## src/ssec_pkg.sv

```systemverilog
// Shared constants and token type of the subarray sum counter.
package ssec_pkg;

   localparam int MAX_LEN     = 1023;
   localparam int TABLE_DEPTH = MAX_LEN + 1;
   localparam int NUM_CELLS   = TABLE_DEPTH;
   localparam int SEEN_W      = $clog2(MAX_LEN + 1);
   localparam int CNT_W       = $clog2(TABLE_DEPTH + 1);
   localparam int ELEM_W      = 16;
   localparam int KEY_W       = 26;
   localparam int LOOK_W      = KEY_W + 1;
   localparam int TOTAL_W     = 19;
   localparam int RSP_TDATA_W = 24;
   localparam int CSR_ADDR_W  = 3;
   localparam int CSR_DATA_W  = 32;

   localparam logic [TOTAL_W-1:0]    COUNT_MAX       = {TOTAL_W{1'b1}};
   localparam logic [CSR_ADDR_W-1:0] ADDR_TARGET_SUM = 3'd0;

   typedef struct packed {
      logic              valid;
      logic              active;
      logic              last;
      logic              ovf;
      logic              hit;
      logic [KEY_W-1:0]  key_upd;
      logic [LOOK_W-1:0] key_look;
      logic [CNT_W-1:0]  acc;
   } ssec_token_type;

endpackage

```

## src/ssec_cell.sv

```systemverilog
// One table cell: holds a prefix key and its count and passes the token on.
module ssec_cell import ssec_pkg::*; (
   input  logic           clock,
   input  logic           reset,
   input  logic           advance,
   input  logic           seed,
   input  ssec_token_type up_tok,
   output ssec_token_type down_tok
);

   logic             valid_ff, valid_in;
   logic [KEY_W-1:0] key_ff, key_in;
   logic [CNT_W-1:0] cnt_ff, cnt_in;
   ssec_token_type   tok_ff, tok_in;
   logic             look_hit;
   logic             upd_hit;

   always_comb begin
      valid_in = valid_ff;
      key_in   = key_ff;
      cnt_in   = cnt_ff;
      tok_in   = up_tok;
      look_hit = valid_ff && ({key_ff[KEY_W-1], key_ff} == up_tok.key_look);
      upd_hit  = valid_ff && (key_ff == up_tok.key_upd);
      if (up_tok.valid && up_tok.active) begin
         if (look_hit) begin
            tok_in.acc = cnt_ff;
         end
         if (!up_tok.hit) begin
            if (upd_hit) begin
               cnt_in     = cnt_ff + CNT_W'(1);
               tok_in.hit = 1'b1;
            end else if (!valid_ff) begin
               valid_in   = 1'b1;
               key_in     = up_tok.key_upd;
               cnt_in     = CNT_W'(1);
               tok_in.hit = 1'b1;
            end
         end
      end
      if (up_tok.valid && up_tok.last) begin
         valid_in = seed;
         key_in   = '0;
         cnt_in   = seed ? CNT_W'(1) : '0;
      end
   end

   always_ff @(posedge clock) begin
      if (reset) begin
         valid_ff <= seed;
         key_ff   <= '0;
         cnt_ff   <= seed ? CNT_W'(1) : '0;
         tok_ff   <= '0;
      end else if (advance) begin
         valid_ff <= valid_in;
         key_ff   <= key_in;
         cnt_ff   <= cnt_in;
         tok_ff   <= tok_in;
      end
   end

   assign down_tok = tok_ff;

endmodule

```

## config.mk

```make
export PLATFORM = sky130hd
export DESIGN_NAME = ssec_cell
export DESIGN_NICKNAME = d
export VERILOG_FILES = /design/src/ssec_pkg.sv /design/src/ssec_cell.sv
export SDC_FILE = /design/constraint.sdc
export NUM_CORES = 1
export LEC_CHECK = 0
export BUFFER_PORTS_ARGS = -buffer_cell sky130_fd_sc_hd__buf_4
export CAP_MARGIN = 30
export CELL_PAD_IN_SITES_DETAIL_PLACEMENT = 1
export CELL_PAD_IN_SITES_GLOBAL_PLACEMENT = 2
export CORE_MARGIN = 5
export CORE_UTILIZATION = 24
export DETAILED_ROUTE_END_ITERATION = 6
export PLACE_DENSITY_LB_ADDON = 0.25
export SYNTH_ARGS = -nofsm -noshare
export SYNTH_HDL_FRONTEND = slang
export SYNTH_SLANG_ARGS = --single-unit
export TNS_END_PERCENT = 1
```

## constraint.sdc

```tcl
create_clock -name clock -period 2.8 [get_ports clock]
set_input_delay 0 -clock clock [delete_from_list [all_inputs] [get_ports clock]]
set_output_delay 0 -clock clock [all_outputs]
set_load 0.03 [all_outputs]
```

==> out/metrics.cfg <==
[run_status]
status=finished clean

[global_routing]
grt_overflow=0
grt_usage_pct=15.3
grt_max_degree=62
grt_pass1_vias=4792
grt_pass1_wl_um=26800
antenna_found_initial=0

[run]
drv_cap=0

[sta]
tns_ns=0
max_freq_ghz=0.410
drv_slew=0
fin_crit_sh_pct=87.1
slew_headroom_pct=44.5
grt_setup_unrepaired=false
period_needed_ns=2.44
hold_viol_final=0
finalClockSkew_ns=0.00626
finalSetupViolations=0
tightest_slew_ns=0.825

[pwr]
p_total_mw=3.64
combPwrFrac_pct=19.6
p_leak_nw=2.96
pwr-share-seq_pct=46.4
clkPwrFrac_pct=34.0
power.density_mw_per_mm2=514
p_sw_share_pct=28.5
internal_power_mw=2.61
power_switching_mw=1.04
peakVddDrop_v=0.000288

[yosys]
async_flop_share_pct=0
synth_edf_count=12
syn-num-nets=585
netlist-cell-type-count=32
yosys_most_used_dff=dfxtp_1
ys_warn_count=0
ys_seq_area_share_pct=47.1
yosys.area.top_type=dfxtp_1
synth_top_area_share_pct=39.6
synth_area_leaders=dfxtp_1, mux2i_1, edfxtp_1
synth_cells=511
netlist_area_sq_mm=0.00480
synth.avg_cell_area_sq_um=9.39
synth-seq-cells=107

[clock_tree]
cts_tree=built
insertion_delay_ns=0.36
cts_root_buffer=clkbuf_16
ctsHoldBuffers=68
htreeDepth=3
clkTransAtPathRegs_ns=0.07
cts.sinks=107
post_cts_buffers=0
cts_buffer_depth=2
numCtsBuffers=9
post_cts_resize_count=0

[floorplanning]
dieWidth_um=151
die_area_sq_mm=0.0229
ios=142
rows=51
start_util_pct=24.5
die_h_um=151
core_area_sq_mm=0.0196

[setup_path]
r2r_end=down_tok[10]$_SDFFE_PP0P_
crit_fanout=11
rrSetupSlack_ns=0.36
r2r_start=key_ff[3]$_SDFFE_PP0P_
critical_path_class=flop to flop
endpoint_kind=flop
crit_path_start_kind=flop
arrival_ns=2.69
rr_worst_depth=5
cp_data_required_time_ns=3.05

[place]
gp_congestion=0.828
place_area_sq_mm=0.00613
dp_hpwl_um=12600
portBuffers=141

[route]
vias_per_cell=4.46
num_vias=4351
detail_route.iter0.violations=151
drt-pass1-iter-count=6
ant_nets=0
wl_per_cell_um=17.7
routed_wl_um=17300
drc=0

[hold_path]
hold_end=down_tok[64]$_SDFFE_PP0P_
hold_path.class=input pin to flop
hold_start=up_tok[64]
whs_path_depth=3

[layout]
mostFrequentLayoutCells=buf_4, dfxtp_1, nor2_1
drive_gt1_share_pct=24.8
antenna_cells=0
nets=780
area_delta_synth_final_pct=47.8
final_util_pct=36.2
final_area_sq_mm=0.00709
layout_commonest_cell=buf_4

[sequential cells by signal (all words and copies together) (netlist names)]
signal and flops:
valid_ff 1, down_tok 69, cnt_ff 11, key_ff 26
[worst max path at each step]
stage	from	endpoint	slack, ns
after detailed placement	key_ff[3]$_SDFFE_PP0P_	down_tok[10]$_SDFFE_PP0P_	0.38
final	key_ff[3]$_SDFFE_PP0P_	down_tok[10]$_SDFFE_PP0P_	0.36
after CTS	key_ff[3]$_SDFFE_PP0P_	down_tok[10]$_SDFFE_PP0P_	0.35
after floorplan	key_ff[12]$_SDFFE_PP0P_	cnt_ff[0]$_DFFE_PP_	0.74
after global placement	key_ff[3]$_SDFFE_PP0P_	down_tok[8]$_SDFFE_PP0P_	0.46
after global routing	key_ff[3]$_SDFFE_PP0P_	down_tok[10]$_SDFFE_PP0P_	0.26
[critical path, stage by stage (launching register included)]
cell and delay [ns]:
dfxtp_1 0.34, xor2_1 0.22, nor4_1 0.76, and4_1 0.57, nand3_1 0.13, a311oi_1 0.31
[cell families after synthesis]
family                   after synthesis  synth area share (%)
AO/OA/AOI/OAI                         57                  8.60
XOR/XNOR                              60                  10.9
adder cells (fa/ha/maj)                1                 0.261
buffers and inverters                 39                  3.44
flip-flops                           107                  47.1
multiplexers                          57                  11.9
AND/OR/NAND/NOR                      190                  17.7
[layer usage]
layer / track usage, % / up-vias / part of all wire, %
li1: - / 2153 / -
met1: 19.2 / 2090 / 45
met2: 26.5 / 86 / 50
met3: 3.35 / 22 / 4.2
met4: 4.53 / 0 / 1.6
met5: 0 / - / 0
[cell usage after synthesis, types with 2 or more instances]
library cell and number:
xnor2_1 31, nand2_1 33, nand4_1 13, buf_1 7, edfxtp_1 12, a21oi_1 28
clkbuf_1 17, o21ai_1 11, inv_1 5, and4_1 2, a311oi_1 2, buf_2 9
nor2_1 82, nor4_1 8, nor3_1 3, nand3_1 45, a311oi_2 10, mux2i_1 57
xor2_1 29, dfxtp_1 95
[cell type report]
type,count,area [sq um]
sequential,107,2260
tap,265,332
clock inverter,4,25.0
fill,2246,12500
multi-input combinational,365,2370
clock buffer,12,256
inverter,5,18.8
timing repair buffer,218,1830
[per-stage QoR]
step	cells	worst slack [ns]	hold WS (ns)
after floorplan	511	0.741	0.147
after global placement	891	0.457	0.236
after detailed placement	892	0.382	0.259
after CTS	976	0.353	0.0180
after global routing	976	0.264	0.0309
final	976	0.362	0.0249
[power by group through the flow]
stage	clock, mW	combinational (mW)	sequential (mW)
after CTS	1.29	0.723	1.69
after detailed placement	0	0.645	1.73
final	1.24	0.714	1.69
after global placement	0	0.630	1.72
after global routing	1.33	0.769	1.70
after floorplan	0	0.237	1.83
Power figures use the tool's default switching activity.
