File: src/ssec_pkg.sv
// Shared constants and token type of the subarray sum counter.
package ssec_pkg;

   localparam int MAX_LEN     = 1023;
   localparam int TABLE_DEPTH = MAX_LEN + 1;
   localparam int NUM_CELLS   = TABLE_DEPTH;
   localparam int SEEN_W      = $clog2(MAX_LEN + 1);
   localparam int CNT_W       = $clog2(TABLE_DEPTH + 1);
   localparam int ELEM_W      = 16;
   localparam int KEY_W       = 26;
   localparam int LOOK_W      = KEY_W + 1;
   localparam int TOTAL_W     = 19;
   localparam int RSP_TDATA_W = 24;
   localparam int CSR_ADDR_W  = 3;
   localparam int CSR_DATA_W  = 32;

   localparam logic [TOTAL_W-1:0]    COUNT_MAX       = {TOTAL_W{1'b1}};
   localparam logic [CSR_ADDR_W-1:0] ADDR_TARGET_SUM = 3'd0;

   typedef struct packed {
      logic              valid;
      logic              active;
      logic              last;
      logic              ovf;
      logic              hit;
      logic [KEY_W-1:0]  key_upd;
      logic [LOOK_W-1:0] key_look;
      logic [CNT_W-1:0]  acc;
   } ssec_token_type;

endpackage

File: src/ssec_tally.sv
// Tail stage: running match total and the result register.
module ssec_tally import ssec_pkg::*; (
   input  logic                   clock,
   input  logic                   reset,
   input  ssec_token_type         tok,
   input  logic                   rsp_tready,
   output logic                   advance,
   output logic                   rsp_tvalid,
   output logic [RSP_TDATA_W-1:0] rsp_tdata,   // [18:0] match_count
   output logic                   rsp_tlast,
   output logic                   rsp_tuser    // [0] overflow
);

   logic [TOTAL_W-1:0] total_ff, total_in;
   logic [TOTAL_W-1:0] count_ff;
   logic               valid_ff, last_ff, ovf_ff;
   logic [TOTAL_W:0]   sum;
   logic [TOTAL_W-1:0] new_total;

   always_comb begin
      advance   = !valid_ff || rsp_tready;
      sum       = {1'b0, total_ff} + (TOTAL_W+1)'(tok.acc);
      new_total = total_ff;
      if (tok.active) begin
         new_total = (sum > {1'b0, COUNT_MAX}) ? COUNT_MAX : sum[TOTAL_W-1:0];
      end
      total_in = tok.last ? '0 : new_total;
   end

   always_ff @(posedge clock) begin
      if (reset) begin
         valid_ff <= 1'b0;
         total_ff <= '0;
      end else if (advance) begin
         valid_ff <= tok.valid;
         if (tok.valid) begin
            total_ff <= total_in;
         end
      end
   end

   always_ff @(posedge clock) begin
      if (advance && tok.valid) begin
         count_ff <= new_total;
         last_ff  <= tok.last;
         ovf_ff   <= tok.ovf;
      end
   end

   assign rsp_tvalid = valid_ff;
   assign rsp_tdata  = {{(RSP_TDATA_W-TOTAL_W){1'b0}}, count_ff};
   assign rsp_tlast  = last_ff;
   assign rsp_tuser  = ovf_ff;

endmodule

File: config.mk
export PLATFORM = sky130hd
export DESIGN_NAME = ssec_tally
export DESIGN_NICKNAME = d
export VERILOG_FILES = /design/src/ssec_pkg.sv /design/src/ssec_tally.sv
export SDC_FILE = /design/constraint.sdc
export NUM_CORES = 1
export LEC_CHECK = 0
export BUFFER_PORTS_ARGS = -buffer_cell sky130_fd_sc_hd__buf_2
export CELL_PAD_IN_SITES_DETAIL_PLACEMENT = 2
export CELL_PAD_IN_SITES_GLOBAL_PLACEMENT = 2
export CORE_AREA = 3 3 100 102
export DETAILED_ROUTE_END_ITERATION = 6
export DIE_AREA = 0 0 103 105
export PLACE_DENSITY = 0.78
export SYNTH_ARGS = -nofsm -noshare
export SYNTH_HDL_FRONTEND = slang
export SYNTH_SLANG_ARGS = --single-unit
File: constraint.sdc
create_clock -name clock -period 2.8 [get_ports clock]
set_input_delay 0.28 -clock clock [delete_from_list [all_inputs] [get_ports clock]]
set_output_delay 0.28 -clock clock [all_outputs]
set_load 0.01 [all_outputs]
==> summary.md <==
| Metric | Value |
|---|---|
| Status | `finished, final reports clean` |
| Cell family with most CP delay | `compound AO/OA/AOI/OAI gates` |
| Crit share post-route | `0.8963` |
| R2R Setup Slk | `0.29 ns` |
| Crit start category | `flip-flop` |
| Comb pwr share | `0.140` |
| # H-tree levels | `2` |
| Worst-path fanout max | `5` |
| Pleak | `1.188 nW` |
| Slew margin rel. | `0.6102` |
| Max Clock Freq | `398.5 MHz` |
| Synth Instances | `271` |
| Max Root-Sink Buffers | `2` |
| Placer Congestion | `0.7991` |
| DR vias | `2200` |
| Port bufs | `40` |
| Die X | `103 µm` |
| Layout area overhead | `17.43%` |
| Unrepaired setup endpoints after global routing | `false` |
| Clock network power share | `0.369` |
| Non-Filler Instances | `425` |
| DRC violations left | `0` |
| DP Cell Count | `417` |
| Wirelength, routed | `6931 µm` |
| Filler instances | `1054` |
| Post-synthesis adder-cell area fraction | `0.06442` |
| Min Tclk post-route | `2.510 ns` |
| Worst-margin pin slew | `0.5846 ns` |
| Clock Latency Late Sink | `0.30 ns` |
| Simple-gate portion of the synthesized area | `0.1973` |
| Post-CTS sizing | `0` |
| YS warnings | `0` |
| DP Wirelength | `5213 µm` |
| Synth Cell Area | `2447 µm²` |
| Async set or reset register ratio after synthesis | `0` |
| Int Pwr | `0.9992 mW` |
| Slowest CP cell | `fa_1` |
| Sequential power share | `0.491` |
| Register area | `1031 µm²` |
| TritonCTS Buffers | `5` |
| Iteration count of the initial detailed-routing pass | `4` |
| Critical-path cell list | `ha_1 > inv_1 > fa_1 > nand2b_1 > a21oi_1 > o31a_1 > o21ai_2 > nor2_1 > mux2_2` |
| Clock sink count | `41` |
| Final ANT Viol Nets | `0` |
| Setup Skew | `0.01074 ns` |
| FP Rows | `35` |
| Ys flop type | `edfxtp_1` |
| Max-Cap Viols | `0` |
| Setup TNS | `0 ns` |
| Critical path buffers and inverters | `1` |
| FF+latch count, synth | `41` |
| WS Path Type | `reg2reg` |
| Die Area | `10820 µm²` |
| Net Sw Frac | `0.2655` |
| Vias in the first global route | `2309` |
| Sequential fraction of the synthesis area | `0.4213` |
| Arrival time worst endpoint | `2.57 ns` |
| Multiplexer share of the synthesized area | `0.01329` |
| Clock-pin transition on the worst setup and hold timing paths | `0.09 ns` |
| Total grt overflow | `0` |
| Sw Pwr | `0.3612 mW` |
| Multi-input combinational cell area | `1321 µm²` |
| PD cells | `473.3 nW/µm²` |
| Antenna violations before repair | `0` |
| Largest net degree at the start of global routing | `31` |
| Nets | `397` |
| Final Hold Vio Count | `0` |
| Vias per cell | `5.176` |
| Post-synthesis compound-gate area fraction | `0.2249` |
| Critical Path Sink Type | `flip-flop` |
| WP data required | `2.86 ns` |
| Diode count | `0` |
| Iteration-0 DRC Markers | `88` |
| VDD IR-drop max | `180.5 µV` |
| Cell variety after synth | `57` |
| Layout cell share with drive strength beyond 1 | `0.2229` |
| IO Count | `100` |
| EDFF count, synth | `21` |
| Hold_buf cts | `0` |
| Setup bufs post-CTS | `0` |
| Slowest cell delay on critical path | `0.39 ns` |
| First-pass GRT wire length | `11530 µm` |
| Die Height | `105 µm` |
| Largest family of logic cells by synthesized area | `compound AO/OA/AOI/OAI gates` |
| Avg Synthesized Cell Area | `9.031 µm²` |
| Clk root buf | `clkbuf_8` |
| Starting density of the core | `0.2661` |
| TritonCTS clock tree | `done` |
| Synth Area in XOR/XNOR | `0.03221` |
| Setup Viol. Count Final | `0` |
| All-Layer GR Usage | `0.1338` |
| Hold crit path type | `in2reg` |
| Wire length per cell | `16.31 µm` |
| Core box area | `9196 µm²` |
| Max-slew violations | `0` |
placed cells by master (no fill, tap or decap), types with 2 or more instances in the layout:
| cell | synthesis | layout |
|---|---|---|
| a211oi_1 | 4 | 4 |
| a21o_1 | 7 | 7 |
| a21oi_1 | 22 | 22 |
| a22o_1 | 2 | 2 |
| a31oi_1 | 7 | 7 |
| a41oi_1 | 2 | 2 |
| and2_1 | 2 | 2 |
| and4_1 | 2 | 2 |
| buf_2 | 1 | 40 |
| buf_4 | 6 | 4 |
| clkbuf_8 | 0 | 5 |
| conb_1 | 1 | 5 |
| dfxtp_1 | 20 | 20 |
| edfxtp_1 | 21 | 21 |
| ha_1 | 11 | 11 |
| inv_1 | 10 | 10 |
| mux2_2 | 2 | 2 |
| nand2_1 | 35 | 35 |
| nand2b_1 | 4 | 4 |
| nand3_1 | 8 | 8 |
| nor2_1 | 27 | 27 |
| nor2b_1 | 2 | 2 |
| nor3_1 | 5 | 5 |
| o211ai_1 | 2 | 2 |
| o21ai_0 | 18 | 18 |
| o22ai_1 | 2 | 2 |
| o31a_1 | 2 | 2 |
| or2_2 | 4 | 4 |
| xnor2_1 | 5 | 5 |
| xor2_1 | 4 | 4 |
area by class of cell:
type	count	share of cell area
sequential	41	0.3587
multi-input combinational	211	0.4597
inverter	10	0.01306
clock buffer	5	0.02394
timing repair buffer	44	0.08010
tap	111	0.04832
clock inverter	3	0.01611
final timing paths:
kind	startpoint	endpoint	depth (start not counted)
hold reg to reg	total_ff[0]$_SDFFE_PP0P_	total_ff[0]$_SDFFE_PP0P_	2
hold / removal	tok[65]	rsp_tuser$_DFFE_PP_	1
setup / recovery	total_ff[0]$_SDFFE_PP0P_	count_ff[14]$_DFFE_PP_	9
setup reg to reg	total_ff[0]$_SDFFE_PP0P_	count_ff[14]$_DFFE_PP_	9
logic make-up (layout without fill, tap and decap cells):
kind of cell	count (synthesis)	in the layout
muxes	3	3
buffers and inverters	23	62
xor gates and xnor gates	9	9
adders and majority gates	12	12
AOI/OAI and AO/OA	83	83
DFF	41	41
and+or+nand+nor	99	99
other	1	5
synth_stat cells, types with 2 or more instances:
cell | instances | area (µm²)
a21oi_1 | 22 | 110.1
ha_1 | 11 | 137.6
a21o_1 | 7 | 52.55
or2_2 | 4 | 25.02
o22ai_1 | 2 | 12.51
mux2_2 | 2 | 22.52
nor2_1 | 27 | 101.4
a41oi_1 | 2 | 17.52
o21ai_0 | 18 | 90.09
nand2_1 | 35 | 131.4
clkbuf_1 | 6 | 22.52
a31oi_1 | 7 | 43.79
o211ai_1 | 2 | 15.01
nand3_1 | 8 | 40.04
nand2b_1 | 4 | 25.02
nor2b_1 | 2 | 12.51
xor2_1 | 4 | 35.03
nor3_1 | 5 | 25.02
dfxtp_1 | 20 | 400.4
edfxtp_1 | 21 | 630.6
buf_4 | 6 | 45.04
xnor2_1 | 5 | 43.79
inv_1 | 10 | 37.54
o31a_1 | 2 | 17.52
a211oi_1 | 4 | 30.03
and4_1 | 2 | 17.52
a22o_1 | 2 | 17.52
and2_1 | 2 | 12.51
stage by stage:
stage,hold WS (ns),area (µm²),util,total power [mW],worst slack (ns)
after detailed placement,0.4624,2759,0.3000,0.8749,0.2731
after CTS,0.1451,2874,0.3125,1.379,0.2589
after floorplan,0.3491,2462,-,0.8092,0.5631
after global routing,0.1440,2874,0.3125,1.431,0.08012
final,0.1531,2874,0.3125,1.360,0.2905
after global placement,0.4610,2759,0.3000,0.8678,0.3019
per-layer routing:
| layer | GRT usage | vias to the layer above | wire [µm] |
|---|---|---|---|
| met3 | 0.01936 | 5 | 248 |
| met1 | 0.1769 | 1085 | 3254 |
| met2 | 0.2246 | 46 | 3349 |
| met4 | 0.03608 | 0 | 79 |
| li1 | - | 1064 | - |
| met5 | 0 | - | 0 |
power groups by stage:
| stage | Clock (mW) | Combinational, mW | Sequential, mW |
|---|---|---|---|
| detailed placement | 0 | 0.193 | 0.682 |
| CTS | 0.516 | 0.194 | 0.669 |
| global placement | 0 | 0.186 | 0.682 |
| floorplan | 0 | 0.115 | 0.694 |
| global route | 0.542 | 0.216 | 0.672 |
| finish | 0.501 | 0.191 | 0.668 |
registers in the layout, indices dropped and copies added (netlist names):
| signal | count |
|---|---|
| rsp_tlast | 1 |
| count_ff | 19 |
| rsp_tvalid | 1 |
| total_ff | 19 |
| rsp_tuser | 1 |
Note: power is estimated with default switching activity, not from simulation.
