### src/ssec_pkg.sv
// Shared constants and token type of the subarray sum counter.
package ssec_pkg;

   localparam int MAX_LEN     = 1023;
   localparam int TABLE_DEPTH = MAX_LEN + 1;
   localparam int NUM_CELLS   = TABLE_DEPTH;
   localparam int SEEN_W      = $clog2(MAX_LEN + 1);
   localparam int CNT_W       = $clog2(TABLE_DEPTH + 1);
   localparam int ELEM_W      = 16;
   localparam int KEY_W       = 26;
   localparam int LOOK_W      = KEY_W + 1;
   localparam int TOTAL_W     = 19;
   localparam int RSP_TDATA_W = 24;
   localparam int CSR_ADDR_W  = 3;
   localparam int CSR_DATA_W  = 32;

   localparam logic [TOTAL_W-1:0]    COUNT_MAX       = {TOTAL_W{1'b1}};
   localparam logic [CSR_ADDR_W-1:0] ADDR_TARGET_SUM = 3'd0;

   typedef struct packed {
      logic              valid;
      logic              active;
      logic              last;
      logic              ovf;
      logic              hit;
      logic [KEY_W-1:0]  key_upd;
      logic [LOOK_W-1:0] key_look;
      logic [CNT_W-1:0]  acc;
   } ssec_token_type;

endpackage

### src/ssec_feed.sv
// Entry stage: running prefix, length limit and token build.
module ssec_feed import ssec_pkg::*; (
   input  logic              clock,
   input  logic              reset,
   input  logic              advance,
   input  logic              accept,
   input  logic [ELEM_W-1:0] element,
   input  logic              is_last,
   input  logic [KEY_W-1:0]  target,
   output ssec_token_type    tok_out
);

   logic [KEY_W-1:0]  prefix_ff, prefix_in;
   logic [SEEN_W-1:0] seen_ff, seen_in;
   logic              ovf_ff, ovf_in;
   ssec_token_type    tok_ff, tok_in;
   logic              ovf_now;
   logic [KEY_W-1:0]  sum;

   always_comb begin
      ovf_now = ovf_ff || (seen_ff >= SEEN_W'(MAX_LEN));
      sum     = prefix_ff + {{(KEY_W-ELEM_W){element[ELEM_W-1]}}, element};

      tok_in          = '0;
      tok_in.valid    = accept;
      tok_in.active   = !ovf_now;
      tok_in.last     = is_last;
      tok_in.ovf      = ovf_now;
      tok_in.key_upd  = sum;
      tok_in.key_look = {sum[KEY_W-1], sum} - {target[KEY_W-1], target};

      prefix_in = prefix_ff;
      seen_in   = seen_ff;
      ovf_in    = ovf_ff;
      if (accept) begin
         if (is_last) begin
            prefix_in = '0;
            seen_in   = '0;
            ovf_in    = 1'b0;
         end else begin
            ovf_in = ovf_now;
            if (!ovf_now) begin
               prefix_in = sum;
               seen_in   = seen_ff + SEEN_W'(1);
            end
         end
      end
   end

   always_ff @(posedge clock) begin
      if (reset) begin
         prefix_ff <= '0;
         seen_ff   <= '0;
         ovf_ff    <= 1'b0;
         tok_ff    <= '0;
      end else if (advance) begin
         prefix_ff <= prefix_in;
         seen_ff   <= seen_in;
         ovf_ff    <= ovf_in;
         tok_ff    <= tok_in;
      end
   end

   assign tok_out = tok_ff;

endmodule

### config.mk
export PLATFORM = sky130hd
export DESIGN_NAME = ssec_feed
export DESIGN_NICKNAME = d
export VERILOG_FILES = /design/src/ssec_pkg.sv /design/src/ssec_feed.sv
export SDC_FILE = /design/constraint.sdc
export NUM_CORES = 1
export LEC_CHECK = 0
export ABC_AREA = 1
export BUFFER_PORTS_ARGS = -buffer_cell sky130_fd_sc_hd__buf_2
export CAP_MARGIN = 20
export CELL_PAD_IN_SITES_DETAIL_PLACEMENT = 1
export CELL_PAD_IN_SITES_GLOBAL_PLACEMENT = 2
export CORE_MARGIN = 2
export CORE_UTILIZATION = 32
export DETAILED_ROUTE_END_ITERATION = 7
export MAX_ROUTING_LAYER = met4
export PLACE_DENSITY_LB_ADDON = 0.1
export SYNTH_ARGS = -nofsm -noshare
export SYNTH_HDL_FRONTEND = slang
export SYNTH_SLANG_ARGS = --single-unit
### constraint.sdc
create_clock -name clock -period 8.4 [get_ports clock]
set_clock_uncertainty 0.15 [all_clocks]
set_input_delay 0.42 -clock clock [delete_from_list [all_inputs] [get_ports clock]]
set_output_delay 0.42 -clock clock [all_outputs]
set_load 0.01 [all_outputs]
==> metrics.csv, run 1 <==
stage,metric,value,unit
power_and_ir_drop,vdd.ir_drop.worst,0.0000833,V
clocking,clkSlewWorstSetupHoldPaths,0.07,ns
drt,drcViolationCount,0,
sta,post-route-period-util,0.457,
logic_synthesis,synth_async_sr_flop_share,0,
final_layout,synthToLayoutAreaGrowth,14.1,%
floorplan,die-width,155,um
critical_path,setup.worst_path.end_class,flop,
min_path,holdCritPathClass,in -> reg,
power_and_ir_drop,power.static_leakage,4.72,nW
grt,antenna_found_initial,0,
final_layout,final_layout_size_suffix_gt1_frac,0.116,
floorplan,rows,55,
critical_path,cp_max_fo,4,
floorplan,fp.dieArea,24100,um2
drt,mean_number_of_vias_per_cell,4.62,
floorplan,floorplan.core_area,22500,um2
critical_path,critPathArrivalTime,3.95,ns
logic_synthesis,netlist-cell-type-count,41,
status,status,"complete, no violations",
critical_path,reg2reg_path_depth,19,
placed_design,post-place-cells,1587,
sta,slew_headroom,0.384,
grt,grt_most_used_layer,met2,
floorplan,initial_core_util,0.325,
grt,overflow,0,
grt,pin_count_of_the_biggest_net_entering_global_routing,82,
floorplan,io_pins,116,
logic_synthesis,synth.avg_cell_area,5.97,um2
placed_design,place_worst_setup_slack,4.39,ns
grt,gr-usage-met2,0.352,
sta,timing_worst_slew_pin_value,0.924,ns
critical_path,criticalPathCategory,reg -> reg,
clocking,htreeDepth,3,
logic_synthesis,netlist_area,7300,um2
drt,antenna_left,0,
logic_synthesis,synth-seq-cells,94,
placed_design,routabilityCongestion,0.818,
critical_path,startpoint,prefix_ff[0],
critical_path,crit_path_end,tok_out[34],
logic_synthesis,synth_seq_area_share,0.258,
job,drv_cap,0,
critical_path,setup.worst_path.start_class,flop,
sta,report.final.setup_viol,0,
clocking,postCtsSetupRepairBufs,0,
clocking,worst_skew_pair.late_latency,0.36,ns
clocking,post_cts_hold_buffer_count,0,
clocking,clockBufferDepth,2,
drt,detail_route.wirelength,25300,um
sta,final_max_slew_viol_count,0,
grt,first_pass_grt_wire_length,40100,um
critical_path,worstPathRequired,8.51,ns
drt,route.vias.total,7404,
final_layout,num_antenna_cells,0,
logic_synthesis,netlist_instances,1223,
clocking,cts_tree,built,
sta,fin_setup_tns,0,ns
clocking,ctsRootBufferMaster,clkbuf_16,
drt,drt_iter0_drcs,304,
sta,fmax,0.260,GHz
sta,rsz_0062_raised_after_global_routing,false,
floorplan,die_h,155,um
power_and_ir_drop,power,1.36,mW
logic_synthesis,synth-main-ff-cell,dfxtp_1,
grt,grt.total_usage,0.219,
sta,timing.final.crit_period,3.84,ns
power_and_ir_drop,cell_pwr_density,163,nW/um2
sta,setup_ws,4.56,ns
critical_path,reg2reg_to,tok_out[34],
grt,vias_in_the_first_global_route,7319,
grt,met3_usage,0.0198,
clocking,numCtsBuffers,9,
sta,timing_hold_violations_final,0,
logic_synthesis,synth_edf_count,0,
critical_path,r2r-start,prefix_ff[0],
final_layout,final_net_count,1415,
drt,post_dr_wirelength_cell,15.8,um
placed_design,place.port_buffers,103,
clocking,clock-sinks,94,
drt,drt_pass1_iterations,4,
clocking,post_cts_resize_count,0,
critical_path,r2r_setup_slack,4.56,ns
final_layout,instances_no_fill,1604,
grt,grt_use_met1,0.304,
logic_synthesis,ys_warn_count,0,
placed_design,dp_hpwl,20300,um
==> power breakdown <==
part           leakage [nW]  switching [mW]  internal [mW]  total, mW
clock                 0.143           0.201          0.219      0.420
sequential            0.774          0.0192          0.478      0.497
combinational          3.80           0.296          0.148      0.444
==> layout by cell type, fill, tap and decap left out, drive strengths merged <==
cell    Yosys  final
o21bai      4      4
clkbuf     13     12
nand2     370    370
xor2       24     24
o31ai       1      1
nor2      169    169
nand4      14     14
dfxtp      94     94
nand3b      4      4
a21oi      78     78
o21a        2      2
inv       219    219
nand3      66     66
nor3       10     10
xnor2       3      3
fa          2      2
and2        2      2
or2         2      2
a211oi      1      1
conb        1     12
a31oi       2      2
o211ai      2      2
clkinv      1      5
nor4        1      1
buf        24    106
ha         52     52
o21ai      61     61
a21o        1      1
==> cell families (layout without fill, tap and decap cells) <==
kind of cell / count (synthesis) / count (layout) / synth area share
and+or+nand+nor: 638 / 638 / 0.358
AOI/OAI and AO/OA: 152 / 152 / 0.112
DFF: 94 / 94 / 0.258
buffers and inverters: 257 / 342 / 0.142
other: 1 / 12 / 0.000513
adders and majority gates: 54 / 54 / 0.0946
xor gates and xnor gates: 27 / 27 / 0.0344
==> how the worst min path moves through the flow <==
| stage | startpoint | depth (start not counted) | to | slack, ns |
|---|---|---|---|---|
| final | is_last | 4 | seen_ff[9] | 0.20 |
| after floorplan | prefix_ff[18] | 2 | prefix_ff[18] | 0.28 |
| after global placement | seen_ff[4] | 2 | seen_ff[4] | 0.29 |
| after detailed placement | seen_ff[4] | 2 | seen_ff[4] | 0.30 |
| after global routing | is_last | 4 | seen_ff[9] | 0.22 |
| after CTS | is_last | 4 | seen_ff[9] | 0.20 |
==> flip-flops by register name (all words and copies together), names as in the netlist <==
register,cells
ovf_ff,1
prefix_ff,26
seen_ff,10
tok_out,57
==> stage by stage <==
stage,instance area (um2),utilization,hold slack (ns)
after floorplan,7350,-,0.280
after global placement,8020,0.356,0.294
after detailed placement,8020,0.356,0.302
after CTS,8310,0.369,0.201
after global routing,8340,0.370,0.224
final,8340,0.370,0.201
==> worst max-delay path: stages, from the launching register on <==
cell and delay, ns:
dfxtp_1 0.36, ha_1 0.23, inv_1 0.07, fa_1 0.39, nand3b_1 0.17, nand2_1 0.13
nand2_1 0.09, nand2_2 0.13, xor2_1 0.43, ha_1 0.38, a21oi_1 0.24, inv_1 0.09
nor2_1 0.16, nand2_1 0.16, nand2_1 0.15, nand3_1 0.09, nand2_1 0.06, nand3_1 0.11
nand2_1 0.11, inv_1 0.04
==> metal layers <==
layer | vias to the layer above | share of wire
met4 | 0 | 0.0062
met5 | - | 0
met2 | 113 | 0.45
li1 | 3939 | -
met1 | 3343 | 0.51
met3 | 9 | 0.030
==> synth_stat cells (3+ instances only) <==
cell,n,area share
nand2_1,357,0.18
inv_1,216,0.11
nor2_1,167,0.086
dfxtp_1,94,0.26
a21oi_1,74,0.051
nand3_1,65,0.045
o21ai_0,56,0.038
ha_1,52,0.089
xor2_1,22,0.026
nand4_1,14,0.012
buf_4,13,0.013
clkbuf_1,13,0.0067
nand2_2,13,0.011
nor3_1,7,0.0048
buf_1,6,0.0031
nand3b_1,4,0.0041
o21bai_1,4,0.0041
a21oi_2,3,0.0036
buf_6,3,0.0046
inv_2,3,0.0015
nor3_2,3,0.0041
o21ai_1,3,0.0021
xnor2_1,3,0.0036
==> final cells by class <==
cell class | instances | area (um2)
fillers | 3089 | 14200
clock buffers | 12 | 256
multi-input cells | 883 | 4430
inverters | 220 | 826
repair buffers | 106 | 558
flip-flops and latches | 94 | 1880
well taps | 285 | 357
clock inverters | 4 | 31.3
Power figures use the tool's default switching activity.
==> run 2, diff against run 1 <==
--- a/config.mk
+++ b/config.mk
@@ -11,7 +11,7 @@
 export CELL_PAD_IN_SITES_DETAIL_PLACEMENT = 1
 export CELL_PAD_IN_SITES_GLOBAL_PLACEMENT = 2
 export CORE_MARGIN = 2
-export CORE_UTILIZATION = 32
+export CORE_UTILIZATION = 27
 export DETAILED_ROUTE_END_ITERATION = 7
 export MAX_ROUTING_LAYER = met4
 export PLACE_DENSITY_LB_ADDON = 0.1
==> constraint.sdc (replaced) <==
create_clock -name clock -period 3.1 [get_ports clock]
set_clock_uncertainty 0.15 [all_clocks]
set_input_delay 0.155 -clock clock [delete_from_list [all_inputs] [get_ports clock]]
set_output_delay 0.155 -clock clock [all_outputs]
set_load 0.01 [all_outputs]
==> run 2 against run 1 <==
The flow now finishes with violations (setup timing). Sequential power increased to 2.7 times the previous value. Total power rose to 3.4 times the previous value. First-iteration DRC count decreased by 6.6%. Design area rose by 33%. Largest cell class unchanged. Highest routed layer unchanged.
==> metrics.csv, run 2 (same netlist as run 1, synthesis figures left out) <==
stage,metric,value,unit
clocking,worst_skew_pair.late_latency,0.37,ns
sta,timing_hold_violations_final,0,
power_and_ir_drop,power.sequential.fraction,0.294,
sta,post-route-period-util,1.01,
floorplan,die-width,168,um
critical_path,worstPathRequired,3.23,ns
power_and_ir_drop,switching_share,0.383,
placed_design,place.port_buffers,103,
final_layout,post_layout_inst_area,11100,um2
drt,drt_iter0_drcs,284,
sta,rsz_0062_raised_after_global_routing,true,
drt,detail_route.wirelength,28900,um
final_layout,instances_no_fill,1837,
final_layout,synthToLayoutAreaGrowth,51.9,%
drt,antenna_left,0,
placed_design,routabilityCongestion,0.840,
floorplan,io_pins,116,
power_and_ir_drop,cell_pwr_density,413,nW/um2
clocking,clockBufferDepth,2,
grt,first_pass_grt_wire_length,46000,um
grt,antenna_found_initial,0,
critical_path,critical_path_s_slowest_cell,dfxtp_2,
power_and_ir_drop,power,4.58,mW
critical_path,cp_max_fo,4,
sta,slew_headroom,0.474,
drt,post_dr_wirelength_cell,15.7,um
final_layout,final_layout_size_suffix_gt1_frac,0.361,
drt,drt_pass1_iterations,4,
sta,final.hold.worst_slack,0.108,ns
critical_path,crit_path_cells,ha_4 -> inv_2 -> fa_2 -> nand3b_1 -> nand2_2 -> nand2_2 -> nand2_4 -> nand2_4 -> nand2_4 -> xor2_4 -> ha_4 -> nand2_4 -> buf_6 -> nor2_4 -> and2_4 -> nand4_1 -> nand4_1 -> nand3_1 -> nand2_1 -> inv_1,
final_layout,largest_reg_flops,57,
placed_design,dp_hpwl,22400,um
sta,timing.final.crit_period,3.14,ns
clocking,numCtsBuffers,9,
power_and_ir_drop,vdd.ir_drop.worst,0.000330,V
sta,setup_ws,-0.0424,ns
clocking,ctsRootBufferMaster,clkbuf_16,
drt,mean_number_of_vias_per_cell,4.47,
critical_path,max_stage_delay,0.35,ns
critical_path,setup.worst_path.start_class,flop,
power_and_ir_drop,comb_power_share,0.432,
placed_design,detailed_place.area,9230,um2
final_layout,most-common-layout-cells,"nand2_1 (282), inv_1 (207), buf_4 (168), nor2_1 (139), buf_2 (103)",
power_and_ir_drop,power.net_switching,1.76,mW
sta,report.final.setup_viol,5,
final_layout,num_antenna_cells,0,
job,drv_cap,0,
power_and_ir_drop,power.static_leakage,5.85,nW
power_and_ir_drop,portion_of_total_power_attributed_to_the_clock_network,0.274,
clocking,clock-sinks,94,
status,failing_checks,setup timing,
floorplan,die_h,168,um
power_and_ir_drop,internal_power,2.83,mW
critical_path,criticalPathCategory,reg -> reg,
grt,overflow,0,
drt,route.vias.total,8210,
final_layout,final_net_count,1592,
min_path,holdCritPathClass,in -> reg,
floorplan,initial_core_util,0.273,
placed_design,place_worst_setup_slack,-0.483,ns
sta,final_max_slew_viol_count,0,
critical_path,critPathArrivalTime,3.27,ns
grt,grt.total_usage,0.213,
floorplan,floorplan.core_area,26700,um2
final_layout,multi_input_area,5730,um2
status,status,"complete, but fails checks",
grt,vias_in_the_first_global_route,8584,
placed_design,post-place-cells,1795,
clocking,clkSlewWorstSetupHoldPaths,0.09,ns
clocking,cts_tree,built,
floorplan,fp.dieArea,28400,um2
sta,timing_worst_slew_pin_value,0.789,ns
floorplan,rows,60,
grt,pin_count_of_the_biggest_net_entering_global_routing,71,
drt,drcViolationCount,0,
final_layout,seqCellArea,1890,um2
clocking,htreeDepth,3,
sta,fmax,0.318,GHz
final_layout,mostFrequentLayoutCell,nand2_1,
critical_path,setup.worst_path.end_class,flop,
critical_path,worst_path_most_repeated_cell,nand2_4,
final_layout,fillCellCount,3425,
[run 2: through the flow]
| step | TNS (ns) | util |
|---|---|---|
| finish | -0.107 | 0.415 |
| floorplan | 0 | - |
| CTS | -0.222 | 0.393 |
| global placement | -4.90 | 0.345 |
| global route | -2.93 | 0.415 |
| detailed placement | -5.79 | 0.345 |
[run 2: path summary, 6_finish.rpt]
path	start	to	slack, ns	cells after the start
max reg2reg	prefix_ff[0]	tok_out[31]	-0.04	20
min	accept	ovf_ff	0.11	3
min reg2reg	seen_ff[4]	seen_ff[4]	0.31	2
max	prefix_ff[0]	tok_out[31]	-0.04	20
[run 2: layer usage]
layer / vias to the layer above / wire length (um) / global-route usage
li1: 4294 / - / -
met1: 3788 / 14300 / 0.282
met2: 111 / 13500 / 0.360
met3: 17 / 716 / 0.0159
met4: 0 / 312 / 0.0446
met5: - / 0 / -
[run 2: worst max-delay path, delay by kind of cell (launching register included)]
kind,cells,cell delay [ns]
simple gates,13,1.50
fa+ha+maj,3,0.78
flops,1,0.35
buf+inv,3,0.18
xor+xnor,1,0.09
[run 2: what timing repair did]
| item | 4_1_cts | 5_1_grt |
|---|---|---|
| hold buffers | 3 | 0 |
| hold endpoints to repair | 5 | 0 |
| pin swaps | 55 | 70 |
| setup buffers | 12 | 12 |
| endpoints found under the setup margin | 21 | 21 |
| cloned | 0 | 0 |
| resized for setup | 187 | 118 |
[run 2: area by class of cell]
cell class	count	area share
clock inverters	7	0.00790
clock buffers	9	0.0203
inverters	220	0.0747
repair buffers	283	0.172
multi-input cells	883	0.516
well taps	341	0.0385
flip-flops and latches	94	0.171
[run 2: power groups by stage]
stage                     registers (mW)  clock network, mW  logic [mW]
after CTS                           1.35               1.29        1.82
after global placement              1.37                  0        1.50
final                               1.35               1.26        1.98
after detailed placement            1.37                  0        1.52
after floorplan                     1.40                  0       0.787
after global routing                1.36               1.35        2.19
==> run 3, diff against run 2 <==
--- a/config.mk
+++ b/config.mk
@@ -9,12 +9,13 @@
 export BUFFER_PORTS_ARGS = -buffer_cell sky130_fd_sc_hd__buf_2
 export CAP_MARGIN = 20
 export CELL_PAD_IN_SITES_DETAIL_PLACEMENT = 1
-export CELL_PAD_IN_SITES_GLOBAL_PLACEMENT = 2
+export CELL_PAD_IN_SITES_GLOBAL_PLACEMENT = 1
 export CORE_MARGIN = 2
-export CORE_UTILIZATION = 27
+export CORE_UTILIZATION = 36
 export DETAILED_ROUTE_END_ITERATION = 7
 export MAX_ROUTING_LAYER = met4
 export PLACE_DENSITY_LB_ADDON = 0.1
+export SLEW_MARGIN = 20
 export SYNTH_ARGS = -nofsm -noshare
 export SYNTH_HDL_FRONTEND = slang
 export SYNTH_SLANG_ARGS = --single-unit
==> run 3 against run 2 <==
The flow still finishes with violations (setup timing). Hold slack got worse by 0.026 ns. Largest power group unchanged. Utilization increased by 12 points. Design area decreased by 3.5%. Critical path depth increased by 3. Sequential power about the same. Cell count decreased by 5.5%.
==> metrics.csv, run 3 (same netlist as run 1, synthesis figures left out) <==
stage,metric,value,unit
sta,timing.final.crit_period,3.24,ns
critical_path,criticalPathCategory,reg -> reg,
grt,overflow,0,
power_and_ir_drop,vdd.ir_drop.worst,0.000276,V
sta,rsz_0062_raised_after_global_routing,true,
sta,fmax,0.309,GHz
floorplan,rows,52,
drt,drt_pass1_iterations,6,
critical_path,setup.worst_path.end_class,flop,
clocking,clock-sinks,94,
drt,post_dr_wirelength_cell,16.4,um
critical_path,path_buf_inv,3,
power_and_ir_drop,power.static_leakage,5.66,nW
critical_path,timing.critical_path.depth,23,
status,failing_checks,setup timing,
sta,slew_headroom,0.401,
power_and_ir_drop,internal_power,2.70,mW
final_layout,largest_reg_flops,57,
floorplan,floorplan.core_area,20100,um2
power_and_ir_drop,power.net_switching,1.75,mW
placed_design,dp_hpwl,21000,um
power_and_ir_drop,portion_of_total_power_attributed_to_the_clock_network,0.258,
clocking,ctsRootBufferMaster,clkbuf_16,
power_and_ir_drop,cell_pwr_density,416,nW/um2
placed_design,place.port_buffers,103,
drt,antenna_left,0,
clocking,numCtsBuffers,9,
final_layout,synthToLayoutAreaGrowth,46.6,%
job,drv_cap,0,
floorplan,initial_core_util,0.363,
sta,post-route-period-util,1.04,
power_and_ir_drop,power.sequential.fraction,0.303,
final_layout,final_net_count,1562,
final_layout,final_core_utilization,0.532,
clocking,worst_skew_pair.late_latency,0.36,ns
sta,timing_worst_slew_pin_value,0.899,ns
critical_path,critical_path_s_slowest_cell,dfxtp_2,
min_path,hold_path_startpoint,advance,
floorplan,io_pins,116,
critical_path,cp_top_family,simple AND/OR/NAND/NOR gates,
final_layout,final_layout_size_suffix_gt1_frac,0.337,
grt,antenna_found_initial,0,
drt,mean_number_of_vias_per_cell,4.85,
sta,final_max_slew_viol_count,0,
grt,grt.total_usage,0.266,
drt,drcViolationCount,0,
clocking,htreeDepth,3,
grt,first_pass_grt_wire_length,44100,um
min_path,min_delay_path_depth,3,
min_path,holdCritPathClass,in -> reg,
critical_path,r2r_setup_slack,-0.14,ns
sta,report.final.setup_viol,11,
clocking,clockBufferDepth,2,
critical_path,crit_path_cells,ha_4 -> inv_2 -> fa_2 -> nand3b_1 -> nand2_2 -> nand2_2 -> nand2_4 -> buf_6 -> nand2_4 -> nand2_4 -> nand2_4 -> nand3_4 -> nand2_4 -> ha_4 -> nand2_4 -> nor2_4 -> nand2_2 -> nor2_1 -> nand2_1 -> nand4_1 -> nand3_1 -> nand2_1 -> inv_1,
floorplan,fp.dieArea,21400,um2
critical_path,setup.worst_path.start_class,flop,
placed_design,place_worst_setup_slack,-0.430,ns
clocking,cts_tree,built,
critical_path,max_stage_delay,0.35,ns
drt,drt_iter0_drcs,286,
placed_design,routabilityCongestion,0.857,
floorplan,die-width,146,um
drt,route.vias.total,8425,
critical_path,worstPathRequired,3.21,ns
status,status,"complete, but fails checks",
floorplan,die_h,146,um
power_and_ir_drop,comb_power_share,0.439,
final_layout,mostFrequentLayoutCell,nand2_1,
critical_path,startpoint,prefix_ff[0],
grt,vias_in_the_first_global_route,8602,
final_layout,num_antenna_cells,0,
sta,setup_ws,-0.138,ns
critical_path,reg2reg_path_depth,23,
critical_path,critPathArrivalTime,3.35,ns
clocking,clkSlewWorstSetupHoldPaths,0.08,ns
sta,timing_hold_violations_final,0,
power_and_ir_drop,switching_share,0.393,
critical_path,worst_path_most_repeated_cell,nand2_4,
critical_path,r2r-start,prefix_ff[0],
critical_path,cp_max_fo,4,
grt,pin_count_of_the_biggest_net_entering_global_routing,73,
drt,detail_route.wirelength,28500,um
final_layout,most-common-layout-cells,"nand2_1 (295), inv_1 (206), buf_4 (145), nor2_1 (139), buf_2 (103)",
-- run 3: changes by cell type in the layout (fill, tap and decap cells not counted), moves of 4 or more --
cell,change
nand3_1,-4
a21oi_2,-10
nand2_2,-13
buf_6,-6
o21ai_1,+4
buf_4,-23
nand2_1,+13
a21oi_1,+7
-- run 3: area by class of cell --
type	instances	area [um2]
fill	2685	9400
multi-input combinational	883	5700
sequential	94	1890
timing repair buffer	253	1660
inverter	220	826
tap	270	338
clock buffer	9	225
clock inverter	7	68.8
-- run 3: repair_timing --
action | 4_1_cts | 5_1_grt
resized for setup | 156 | 131
pin swaps | 47 | 55
hold buffers | 2 | 0
setup endpoints to repair | 20 | 22
hold endpoints to repair | 3 | 0
setup buffers | 8 | 6
-- run 3: path summary, 6_finish.rpt --
kind                 end
max          tok_out[32]
min               ovf_ff
max reg2reg  tok_out[32]
min reg2reg   seen_ff[4]
-- run 3: stage by stage --
stage / TNS [ns] / hold slack [ns] / cells / cell area, um2 / power, mW
2_1_floorplan: 0 / 0.169 / 1234 / 7350 / 2.18
3_3_place_gp: -4.44 / 0.290 / 1706 / 9010 / 2.82
3_5_place_dp: -5.38 / 0.296 / 1706 / 9010 / 2.85
4_1_cts: -0.670 / 0.0809 / 1732 / 10000 / 4.25
5_1_grt: -3.91 / 0.103 / 1736 / 10700 / 4.71
6_report: -0.703 / 0.0817 / 1736 / 10700 / 4.45
-- run 3: worst register-to-register path: stages, from the launching register on --
cell and delay (ns):
dfxtp_2 0.35, ha_4 0.13, inv_2 0.03, fa_2 0.32, nand3b_1 0.19, nand2_2 0.12, nand2_2 0.07, nand2_4 0.07
buf_6 0.11, nand2_4 0.04, nand2_4 0.09, nand2_4 0.07, nand3_4 0.10, nand2_4 0.07, ha_4 0.32, nand2_4 0.09
nor2_4 0.15, nand2_2 0.08, nor2_1 0.09, nand2_1 0.12, nand4_1 0.14, nand3_1 0.08, nand2_1 0.08, inv_1 0.05
-- run 3: power by group through the flow --
stage	clock [mW]	combinational [mW]	sequential [mW]
floorplan	0	0.787	1.40
global placement	0	1.45	1.37
detailed placement	0	1.48	1.37
CTS	1.18	1.73	1.35
global route	1.21	2.13	1.36
finish	1.15	1.95	1.35
-- run 3: routing by layer --
layer	track usage	share of wire	up-vias
met3	0.0291	0.029	58
met1	0.321	0.45	3966
met2	0.468	0.49	160
met5	-	0	-
met4	0.0820	0.029	0
li1	-	-	4241
